===== config.mk =====
export PLATFORM = sky130hd
export DESIGN_NAME = lba_chs_translator_top
export DESIGN_NICKNAME = d
export VERILOG_FILES = /design/src/rtl/lct_pkg.sv /design/src/rtl/lba_chs_translator_top.sv /design/src/rtl/lct_divider.sv
export SDC_FILE = /design/constraint.sdc
export NUM_CORES = 2
export LEC_CHECK = 0
export ABC_AREA = 1
export BUFFER_PORTS_ARGS = -buffer_cell sky130_fd_sc_hd__buf_2
export CAP_MARGIN = 20
export CORE_ASPECT_RATIO = 1.4
export CORE_MARGIN = 2
export CORE_UTILIZATION = 55
export DETAILED_ROUTE_END_ITERATION = 8
export GPL_TIMING_DRIVEN = 0
export MAX_ROUTING_LAYER = met4
export PLACE_DENSITY = 0.71
export SYNTH_ARGS = -nofsm -noshare
export SYNTH_HDL_FRONTEND = slang
export SYNTH_SLANG_ARGS = --single-unit

===== constraint.sdc =====
create_clock -name i_clk -period 65.5 [get_ports i_clk]
set_input_delay 0 -clock i_clk [delete_from_list [all_inputs] [get_ports i_clk]]
set_output_delay 0 -clock i_clk [all_outputs]
set_load 0.02 [all_outputs]

===== src/rtl/lct_pkg.sv =====
package lct_pkg;

    // Field widths
    localparam int LBA_W  = 32;
    localparam int CYL_W  = 16;
    localparam int GEO_W  = 8;
    localparam int PROD_W = CYL_W + GEO_W;   // cylinder * heads + head
    localparam int CFG_W  = 16;              // widest geometry register
    localparam int CFG_IDX_W = 2;

    // Quotient bits retired per divider stage
    localparam int DIV_STEP = 4;

    // Geometry after reset
    localparam logic [GEO_W-1:0] HEADS_RST   = GEO_W'(2);
    localparam logic [GEO_W-1:0] SECTORS_RST = GEO_W'(18);
    localparam logic [CYL_W-1:0] CYLS_RST    = CYL_W'(80);

    // Request kinds
    localparam logic KIND_TO_CHS = 1'b0;
    localparam logic KIND_TO_LBA = 1'b1;

    // Geometry register indexes
    typedef enum logic [CFG_IDX_W-1:0] {
        CFG_HEADS     = 2'd0,
        CFG_SECTORS   = 2'd1,
        CFG_CYLINDERS = 2'd2
    } t_cfg_idx;

    typedef struct packed {
        logic             kind;
        logic [LBA_W-1:0] lba_in;
        logic [CYL_W-1:0] cylinder_in;
        logic [GEO_W-1:0] head_in;
        logic [GEO_W-1:0] sector_in;
    } t_req;

    typedef struct packed {
        logic [LBA_W-1:0] lba_out;
        logic [CYL_W-1:0] cylinder_out;
        logic [GEO_W-1:0] head_out;
        logic [GEO_W-1:0] sector_out;
        logic             fault;
    } t_rsp;

endpackage


===== src/rtl/lba_chs_translator_top.sv =====
// LBA / CHS address translator.
// Request channel (i_req_valid / o_req_ready / i_req): kind 0 splits lba_in
// into cylinder, head and 1-based sector; kind 1 folds cylinder_in, head_in
// and sector_in back into an LBA. Every request gives exactly one response on
// the response channel (o_rsp_valid / i_rsp_ready / o_rsp), in request order.
// Geometry (heads, sectors per track, cylinders) is written through the
// i_cfg_* port; the user must write it only while no request is in flight,
// which the block itself does not enforce. Pipeline: input register, two
// multiply stages for kind 1, two 8-stage dividers retiring 4 quotient bits
// per stage, output register. Throughput: one request per cycle while the
// output register is not stalled.
// Stall: while the output register holds an untaken response, the whole
// pipeline freezes and o_req_ready is low; nothing is dropped or repeated.
// Reset: pipeline empties, geometry returns to 2 heads, 18 sectors per
// track, 80 cylinders.
module lba_chs_translator_top (
    input  logic                          i_clk,
    input  logic                          i_rst_n,
    input  logic                          i_req_valid,
    output logic                          o_req_ready,
    input  lct_pkg::t_req                 i_req,
    output logic                          o_rsp_valid,
    input  logic                          i_rsp_ready,
    output lct_pkg::t_rsp                 o_rsp,
    input  logic                          i_cfg_we,
    input  logic [lct_pkg::CFG_IDX_W-1:0] i_cfg_index,
    input  logic [lct_pkg::CFG_W-1:0]     i_cfg_data
);
    import lct_pkg::*;

    typedef struct packed {
        logic              kind;
        logic [LBA_W-1:0]  lba;
        logic [PROD_W-1:0] prod;
        logic [GEO_W-1:0]  sec_m1;
        logic              bad;
    } t_fold1;

    typedef struct packed {
        logic             kind;
        logic [LBA_W-1:0] lba;
        logic [LBA_W-1:0] lba_fold;
        logic             bad;
    } t_fold2;

    typedef struct packed {
        logic             kind;
        logic             bad;
        logic [LBA_W-1:0] lba_fold;
    } t_d1_side;

    typedef struct packed {
        logic             kind;
        logic             bad;
        logic [LBA_W-1:0] lba_fold;
        logic [GEO_W-1:0] rem1;
    } t_d2_side;

    localparam int D1_SIDE_W = $bits(t_d1_side);
    localparam int D2_SIDE_W = $bits(t_d2_side);

    // Geometry registers
    logic [GEO_W-1:0] r_heads;
    logic [GEO_W-1:0] r_sectors;
    logic [CYL_W-1:0] r_cyls;

    logic   adv;
    logic   r_s0_vld, r_s1_vld, r_s2_vld;
    t_req   r_s0_req;
    t_fold1 r_s1, n_s1;
    t_fold2 r_s2, n_s2;

    logic                  d1_vld;
    logic [LBA_W-1:0]      d1_quot;
    logic [GEO_W-1:0]      d1_rem;
    logic [D1_SIDE_W-1:0]  d1_side_in, d1_side_out;
    t_d1_side              d1_side;
    t_d2_side              d2_side;

    logic                  d2_vld;
    logic [LBA_W-1:0]      d2_quot;
    logic [GEO_W-1:0]      d2_rem;
    logic [D2_SIDE_W-1:0]  d2_side_in, d2_side_out;

    logic  r_rsp_valid;
    t_rsp  r_rsp, n_rsp;

    // Geometry write port; unknown indexes are ignored
    always_ff @(posedge i_clk) begin
        if (!i_rst_n) begin
            r_heads   <= HEADS_RST;
            r_sectors <= SECTORS_RST;
            r_cyls    <= CYLS_RST;
        end else if (i_cfg_we) begin
            unique case (i_cfg_index)
                CFG_HEADS:     r_heads   <= i_cfg_data[GEO_W-1:0];
                CFG_SECTORS:   r_sectors <= i_cfg_data[GEO_W-1:0];
                CFG_CYLINDERS: r_cyls    <= i_cfg_data[CYL_W-1:0];
                default: ;
            endcase
        end
    end

    // Whole pipeline moves unless the output register is full and stalled
    assign adv         = !r_rsp_valid || i_rsp_ready;
    assign o_req_ready = adv;

    // Valid bits of the front stages
    always_ff @(posedge i_clk) begin
        if (!i_rst_n) begin
            r_s0_vld <= 1'b0;
            r_s1_vld <= 1'b0;
            r_s2_vld <= 1'b0;
        end else if (adv) begin
            r_s0_vld <= i_req_valid;
            r_s1_vld <= r_s0_vld;
            r_s2_vld <= r_s1_vld;
        end
    end

    // Kind 1, first step: cylinder * heads + head, and the range check
    always_comb begin
        n_s1.kind   = r_s0_req.kind;
        n_s1.lba    = r_s0_req.lba_in;
        n_s1.prod   = PROD_W'(r_s0_req.cylinder_in) * PROD_W'(r_heads)
                    + PROD_W'(r_s0_req.head_in);
        n_s1.sec_m1 = r_s0_req.sector_in - GEO_W'(1);
        n_s1.bad    = (r_s0_req.head_in >= r_heads)
                   || (r_s0_req.sector_in == '0)
                   || (r_s0_req.sector_in > r_sectors);
    end

    // Kind 1, second step: times sectors plus sector - 1, modulo 2^32
    always_comb begin
        n_s2.kind     = r_s1.kind;
        n_s2.lba      = r_s1.lba;
        n_s2.lba_fold = LBA_W'(r_s1.prod) * LBA_W'(r_sectors) + LBA_W'(r_s1.sec_m1);
        n_s2.bad      = r_s1.bad;
    end

    // Front payload registers
    always_ff @(posedge i_clk) begin
        if (adv) begin
            r_s0_req <= i_req;
            r_s1     <= n_s1;
            r_s2     <= n_s2;
        end
    end

    // lba / sectors
    always_comb begin
        d1_side.kind     = r_s2.kind;
        d1_side.bad      = r_s2.bad;
        d1_side.lba_fold = r_s2.lba_fold;
    end
    assign d1_side_in = d1_side;

    lct_divider #(
        .NUM_W  (LBA_W),
        .SIDE_W (D1_SIDE_W)
    ) u_div_sectors (
        .i_clk   (i_clk),
        .i_rst_n (i_rst_n),
        .i_adv   (adv),
        .i_valid (r_s2_vld),
        .i_num   (r_s2.lba),
        .i_den   (r_sectors),
        .i_side  (d1_side_in),
        .o_valid (d1_vld),
        .o_quot  (d1_quot),
        .o_rem   (d1_rem),
        .o_side  (d1_side_out)
    );

    // (lba / sectors) / heads gives the cylinder, the remainder the head
    always_comb begin
        t_d1_side s;
        s                = t_d1_side'(d1_side_out);
        d2_side.kind     = s.kind;
        d2_side.bad      = s.bad;
        d2_side.lba_fold = s.lba_fold;
        d2_side.rem1     = d1_rem;
    end
    assign d2_side_in = d2_side;

    lct_divider #(
        .NUM_W  (LBA_W),
        .SIDE_W (D2_SIDE_W)
    ) u_div_heads (
        .i_clk   (i_clk),
        .i_rst_n (i_rst_n),
        .i_adv   (adv),
        .i_valid (d1_vld),
        .i_num   (d1_quot),
        .i_den   (r_heads),
        .i_side  (d2_side_in),
        .o_valid (d2_vld),
        .o_quot  (d2_quot),
        .o_rem   (d2_rem),
        .o_side  (d2_side_out)
    );

    // Response assembly and fault rules
    always_comb begin
        t_d2_side s;
        s     = t_d2_side'(d2_side_out);
        n_rsp = '0;
        if (s.kind == KIND_TO_CHS) begin
            if (r_heads == '0 || r_sectors == '0) begin
                n_rsp.fault = 1'b1;
            end else begin
                n_rsp.cylinder_out = d2_quot[CYL_W-1:0];
                n_rsp.head_out     = d2_rem;
                n_rsp.sector_out   = s.rem1 + GEO_W'(1);
                // full quotient against the cylinder count
                n_rsp.fault        = (d2_quot >= LBA_W'(r_cyls));
            end
        end else begin
            if (s.bad) begin
                n_rsp.lba_out = '1;
                n_rsp.fault   = 1'b1;
            end else begin
                n_rsp.lba_out = s.lba_fold;
            end
        end
    end

    // Output register
    always_ff @(posedge i_clk) begin
        if (!i_rst_n) begin
            r_rsp_valid <= 1'b0;
        end else if (adv) begin
            r_rsp_valid <= d2_vld;
        end
    end

    always_ff @(posedge i_clk) begin
        if (adv) begin
            r_rsp <= n_rsp;
        end
    end

    assign o_rsp_valid = r_rsp_valid;
    assign o_rsp       = r_rsp;

endmodule


===== src/rtl/lct_divider.sv =====
// Pipelined restoring divider: NUM_W-bit numerator by an 8-bit divisor.
// Each stage retires DIV_STEP quotient bits; a side payload rides along.
module lct_divider #(
    parameter int NUM_W  = 32,
    parameter int SIDE_W = 1
) (
    input  logic                     i_clk,
    input  logic                     i_rst_n,
    input  logic                     i_adv,
    input  logic                     i_valid,
    input  logic [NUM_W-1:0]         i_num,
    input  logic [lct_pkg::GEO_W-1:0] i_den,
    input  logic [SIDE_W-1:0]        i_side,
    output logic                     o_valid,
    output logic [NUM_W-1:0]         o_quot,
    output logic [lct_pkg::GEO_W-1:0] o_rem,
    output logic [SIDE_W-1:0]        o_side
);
    import lct_pkg::*;

    localparam int STAGES = (NUM_W + DIV_STEP - 1) / DIV_STEP;
    localparam int PAD_W  = STAGES * DIV_STEP;

    // Stage registers: numerator shifts out at the top, quotient in at the bottom
    logic               r_vld  [STAGES];
    logic [PAD_W-1:0]   r_num  [STAGES];
    logic [GEO_W-1:0]   r_rem  [STAGES];
    logic [SIDE_W-1:0]  r_side [STAGES];

    for (genvar g = 0; g < STAGES; g++) begin : g_stage
        logic              w_vld_in;
        logic [PAD_W-1:0]  w_num_in;
        logic [GEO_W-1:0]  w_rem_in;
        logic [SIDE_W-1:0] w_side_in;
        logic [PAD_W-1:0]  n_num;
        logic [GEO_W-1:0]  n_rem;

        if (g == 0) begin : g_first
            assign w_vld_in  = i_valid;
            assign w_num_in  = PAD_W'(i_num);
            assign w_rem_in  = '0;
            assign w_side_in = i_side;
        end else begin : g_next
            assign w_vld_in  = r_vld[g-1];
            assign w_num_in  = r_num[g-1];
            assign w_rem_in  = r_rem[g-1];
            assign w_side_in = r_side[g-1];
        end

        // DIV_STEP compare/subtract steps on the partial remainder
        always_comb begin : p_steps
            logic [GEO_W:0] trial;
            n_rem = w_rem_in;
            n_num = w_num_in;
            trial = '0;
            for (int k = 0; k < DIV_STEP; k++) begin
                trial = {n_rem, n_num[PAD_W-1]};
                if (trial >= {1'b0, i_den}) begin
                    n_rem = GEO_W'(trial - {1'b0, i_den});
                    n_num = {n_num[PAD_W-2:0], 1'b1};
                end else begin
                    n_rem = trial[GEO_W-1:0];
                    n_num = {n_num[PAD_W-2:0], 1'b0};
                end
            end
        end

        // Valid bit
        always_ff @(posedge i_clk) begin
            if (!i_rst_n) begin
                r_vld[g] <= 1'b0;
            end else if (i_adv) begin
                r_vld[g] <= w_vld_in;
            end
        end

        // Payload
        always_ff @(posedge i_clk) begin
            if (i_adv) begin
                r_num[g]  <= n_num;
                r_rem[g]  <= n_rem;
                r_side[g] <= w_side_in;
            end
        end
    end

    assign o_valid = r_vld[STAGES-1];
    assign o_quot  = r_num[STAGES-1][NUM_W-1:0];
    assign o_rem   = r_rem[STAGES-1];
    assign o_side  = r_side[STAGES-1];

endmodule

# == Word-level counts from Yosys, hierarchy flattened ==
# Memories as Yosys holds them, arrays and structs flattened. A register that Yosys moved wholly into a read port is not among the register bits.
# Index checks and enable logic that the tools add are counted.
# word_totals
regBits,289
ramBits,1264
inputBits,88
memories,8
# classes
addsub,68
multipliers,2
n_lt_le_gt_ge,67
eq_ne,2
muxes,153
n_bitwise,16
reduce_logical,14
# mem_list
memory,depth,width,rd,rd_ports_with_merged_regs,wr,line,rtl
u_div_heads.r_side,8,42,8,0,8,lct_divider.sv:28,logic [SIDE_W-1:0] r_side [STAGES];
u_div_sectors.r_side,8,34,8,0,8,lct_divider.sv:28,
u_div_heads.r_num,8,32,8,0,8,lct_divider.sv:26,logic [PAD_W-1:0] r_num [STAGES];
u_div_sectors.r_num,8,32,8,0,8,lct_divider.sv:26,
u_div_heads.r_rem,8,8,8,1,8,lct_divider.sv:27,logic [GEO_W-1:0] r_rem [STAGES];
u_div_sectors.r_rem,8,8,8,0,8,lct_divider.sv:27,
+2 memories,-,-,-,-,-,-,
# ops
operator,n
9-bit by 8-bit greater-or-equal comparator with 1-bit output,62
8-bit 2-to-1 mux,64
8-bit subtractor,62
1-bit 2-to-1 mux,88
32-bit by 8-bit adder with 32-bit output,1
32-bit by 16-bit greater-or-equal comparator with 1-bit output,1
24-bit by 8-bit multiplier with 32-bit output,1
32-bit 2-to-1 mux,1
24-bit by 8-bit adder with 24-bit output,1
8-bit zero test,3
16-bit by 8-bit multiplier with 24-bit output,1
1-bit by 8-bit greater-or-equal comparator with 1-bit output,2
1-bit OR,16
1-bit by 8-bit subtractor with 8-bit output,2
8-bit by 1-bit adder with 8-bit output (second input constant),1
8-bit greater-or-equal comparator,1
8-bit greater-than comparator,1
8-bit by 1-bit subtractor with 8-bit output (second input constant),1
2-bit AND reduction,3
1-bit logical OR,4
2-bit by 1-bit equality test with 1-bit output (second input constant),1
2-bit equality test (second input constant),1
1-bit zero test,2
2-bit zero test,1
2-bit OR reduction,1

# == Longest topological paths before layout ==
# An unclocked memory read counts as a cell.
# depth
word_depth,9
mapped_depth,48
depth_no_buf,47

# == By module ==
# Synthesis repeated with hierarchy kept, for this count alone.
# unflattened
hier_cells,8792
hier_area_um2,90186.5
# by_module_without_submodules
mod,instances,cells_per_inst,area_each_um2,seq_area_each_um2
lct_divider (u_div_heads),1,3079,34459.3,19929.1
lct_divider (u_div_sectors),1,3023,32334.8,18007.3
lba_chs_translator_top,1,2690,23392.4,8588.2

# == Least setup slack after synthesis ==
# No wires, ideal clock.
# synth_path
kind,reg-to-reg
start,"register r_rsp_valid, in the netlist o_rsp_valid (read register of u_div_heads.r_vld)"
end,"memory u_div_heads.r_vld[0], data pin"
t_arrival_ps,35103
t_required_ps,65355
setup_slack_ps,30252
path_stages_with_launch,7
path_cell_list,dfxtp_1 -> inv_1 -> nor2_1 -> inv_1 -> nand2_1 -> clkbuf_1 -> nor2_1
# synth_lines
item,line,rtl
from (decl),lba_chs_translator_top.sv:85,logic r_rsp_valid;
to (decl),lct_divider.sv:25,logic r_vld [STAGES];

==> results.py <==
metrics = {
    "outcome": {
        "status": "completed",
    },
    "logic_synthesis": {
        "synth.distinct_cells": 66,
        "postSynth.asyncResetShare": 0,
        "yosysTopAreaCellShare": 0.520,
        "synth_cells": 8269,
        "synth_compound_area_frac": 0.0616,
        "syn-num-nets": 9306,
        "synth_area_um2": 87900,
        "postSynthAreaPerCell_um2": 10.6,
        "synth-seq-cells": 1562,
        "synth_top_family_by_area": "adder cells",
        "ys_top_cells_by_area": "edfxtp_1, ha_1, nand2_1",
        "ys_seq_area_frac": 0.529,
        "synth-edff-count": 1524,
        "synth_xor_area_frac": 0.0360,
        "synth_warnings": 0,
        "synthSimpleGateAreaFrac": 0.151,
        "yosys.area_share.adder": 0.160,
        "synthMuxAreaShare": 0,
        "synth-main-ff-cell": "edfxtp_1",
        "synth_top_cell_by_area": "edfxtp_1",
    },
    "placed_design": {
        "gp_congestion": 0.906,
        "place_ws_ps": 56990,
        "hpwl_um": 128000,
        "io_buffer_count": 153,
    },
    "detailed_routing": {
        "ant_nets": 0,
        "first_pass_iters": 6,
        "via_count": 57513,
        "drc": 0,
        "wl_per_cell_um": 16.3,
        "vias_per_cell": 5.23,
        "initialDrtViolationCount": 3283,
        "routed_wl_um": 179000,
    },
    "critical_path": {
        "worstSetupStartpointType": "flop",
        "crit_fanout": 24,
        "crit_arrival_ps": 9160,
        "path_class": "reg -> reg",
        "crit_path_frequent_cell": "nand2_1",
        "slowest_stage": "a221oi_1",
        "crit_path_end_kind": "flop",
        "critPathMaxStageDelay_ps": 510,
        "worst_ep_required_time_ps": 66020,
    },
    "timing": {
        "worst_slew_pin_slew_ps": 1170,
        "fmax_mhz": 116,
        "min_period_ps": 8640,
        "slew_headroom": 0.220,
        "clock_skew_ps": 62.6,
        "rsz0062_at_grt": "no",
        "tns_ps": 0,
        "finalHoldViolCount": 0,
        "finalWorstSetupSlack_ps": 56860,
        "min_period_over_period": 0.132,
        "final_max_slew_viol_count": 0,
        "setup_viol": 0,
    },
    "global_route": {
        "grt_pass1_vias": 58552,
        "gr-usage-met2": 0.402,
        "track_usage": 0.230,
        "grt_util_met1": 0.267,
        "grt-busiest-layer": "met2",
        "grt_overflow": 0,
        "grt_first_pass_wirelength_um": 292000,
        "grt_antenna_before_repair": 5,
        "grt_max_degree": 154,
        "met3_usage": 0.0327,
    },
    "layout": {
        "finalNetCount": 9807,
        "layout_commonest_cell": "nand2_1",
        "finish.utilization": 0.623,
        "layout_common_cells": "nand2_1, edfxtp_1, inv_1, ha_1, a21oi_1",
        "multi_input_area_um2": 36000,
        "drive_above_1_share": 0.0859,
        "area_growth_pct": 12.3,
        "regArea_um2": 46500,
        "fillers": 12605,
    },
    "clock_network": {
        "cts_buffers": 148,
        "clock-sinks": 1562,
        "root_buffer": "clkbuf_16",
        "htree_levels": 4,
        "clock_latency_ps": 830,
        "clk_pin_slew_ps": 70,
        "cts_setup_buffers": 0,
        "cts.path.max_buffers": 3,
        "cts_tree": "yes",
    },
    "floorplanning": {
        "ios": 155,
        "rows": 173,
        "die_area_um2": 163000,
        "start_util": 0.554,
        "die_y_um": 477,
        "design.core.area_um2": 159000,
        "die_w_um": 342,
    },
    "flow_run": {
        "max_cap_viol_count": 0,
    },
    "hold_path": {
        "hold_class": "in -> reg",
    },
}
final cells by class:
| class | instances | area share |
|---|---|---|
| Sequential cell | 1562 | 0.471 |
| Multi-Input combinational cell | 5320 | 0.364 |
| Inverter | 1252 | 0.0478 |
| Clock buffer | 172 | 0.0386 |
| Timing Repair Buffer | 351 | 0.0318 |
| Tap cell | 2100 | 0.0266 |
| Clock inverter | 102 | 0.0124 |
| Buffer | 135 | 0.00746 |
| Antenna cell | 4 | 0.000101 |
flip-flops by register name, indices dropped and copies added (netlist names), 8 cells and up:
register	cells
d1_side	34
n_s1	33
n_s2	34
o_rsp	65
r_cyls	16
r_heads	8
r_s0_req	32
r_s1	32
r_s2	32
r_sectors	8
u_div_heads.r_num	256
u_div_heads.r_rem	64
u_div_heads.r_side	336
u_div_heads.r_vld	8
u_div_sectors.r_num	256
u_div_sectors.r_rem	64
u_div_sectors.r_side	272
u_div_sectors.r_vld	8
metrics by stage:
step | cell area, um2 | hold slack [ps] | std cells
after detailed placement | 92100 | 178 | 10554
after floorplan | 87900 | 98.9 | 8269
after global placement | 91300 | 176 | 10522
after CTS | 98800 | 20.2 | 10994
final | 98800 | 54.8 | 10998
after global routing | 98800 | 103 | 10996
cell families (layout without fill, tap and decap cells):
kind of cell             after synthesis  count (layout)
XOR/XNOR                             361             361
adder cells (fa/ha/maj)              949             949
flip-flops                          1562            1562
other                                  0               4
buffers and inverters               1387            2012
AO/OA/AOI/OAI                        961             961
AND/OR/NAND/NOR                     3049            3049
metal layers:
layer | share of wire | wire, um
met5 | 0 | 0
met4 | 0.040 | 7250
met3 | 0.047 | 8410
met2 | 0.51 | 91500
met1 | 0.40 | 72000
critical path: cells and delay by family (launching register included):
| kind | cells | cell delay [ps] |
|---|---|---|
| and+or+nand+nor | 21 | 2740 |
| AOI/OAI and AO/OA | 10 | 2540 |
| adders and majority gates | 4 | 1380 |
| buffers and inverters | 5 | 1330 |
| DFF | 1 | 320 |
worst paths after layout:
path | start | endpoint | slack (ps) | cells past startpoint
worst max-delay path | r_sectors[5] | u_div_sectors.r_rem[1][15] | 56860 | 40
worst min-delay path | i_rsp_ready | u_div_sectors.r_vld[1][0] | 50 | 5
worst max register to register | r_sectors[5] | u_div_sectors.r_rem[1][15] | 56860 | 40
worst min register to register | u_div_sectors.r_side[1][3] | u_div_sectors.r_side[1][37] | 370 | 0
synthesized netlist by cell type (all sizes together) (20+ instances only):
library cell  count
nand3           300
xor2            224
nor2            464
buf              59
or2              34
o21a             20
ha              655
o21ai           359
o211ai           31
nand2          2023
edfxtp         1524
a21oi           444
clkbuf           76
nand3b           40
nor3             51
o21bai           20
inv            1249
dfxtp            38
nand4           111
xnor2           137
fa              294
repair_timing:
| action | CTS | global route |
|---|---|---|
| hold buffers | 166 | 0 |
| hold endpoints to repair | 101 | 0 |
| resized for setup | 0 | 0 |
| endpoints found under the setup margin | 0 | 0 |
Power is left out: the tool's default activity adds up to more than one toggle a clock period on the data nets, which glitch-free logic cannot reach.
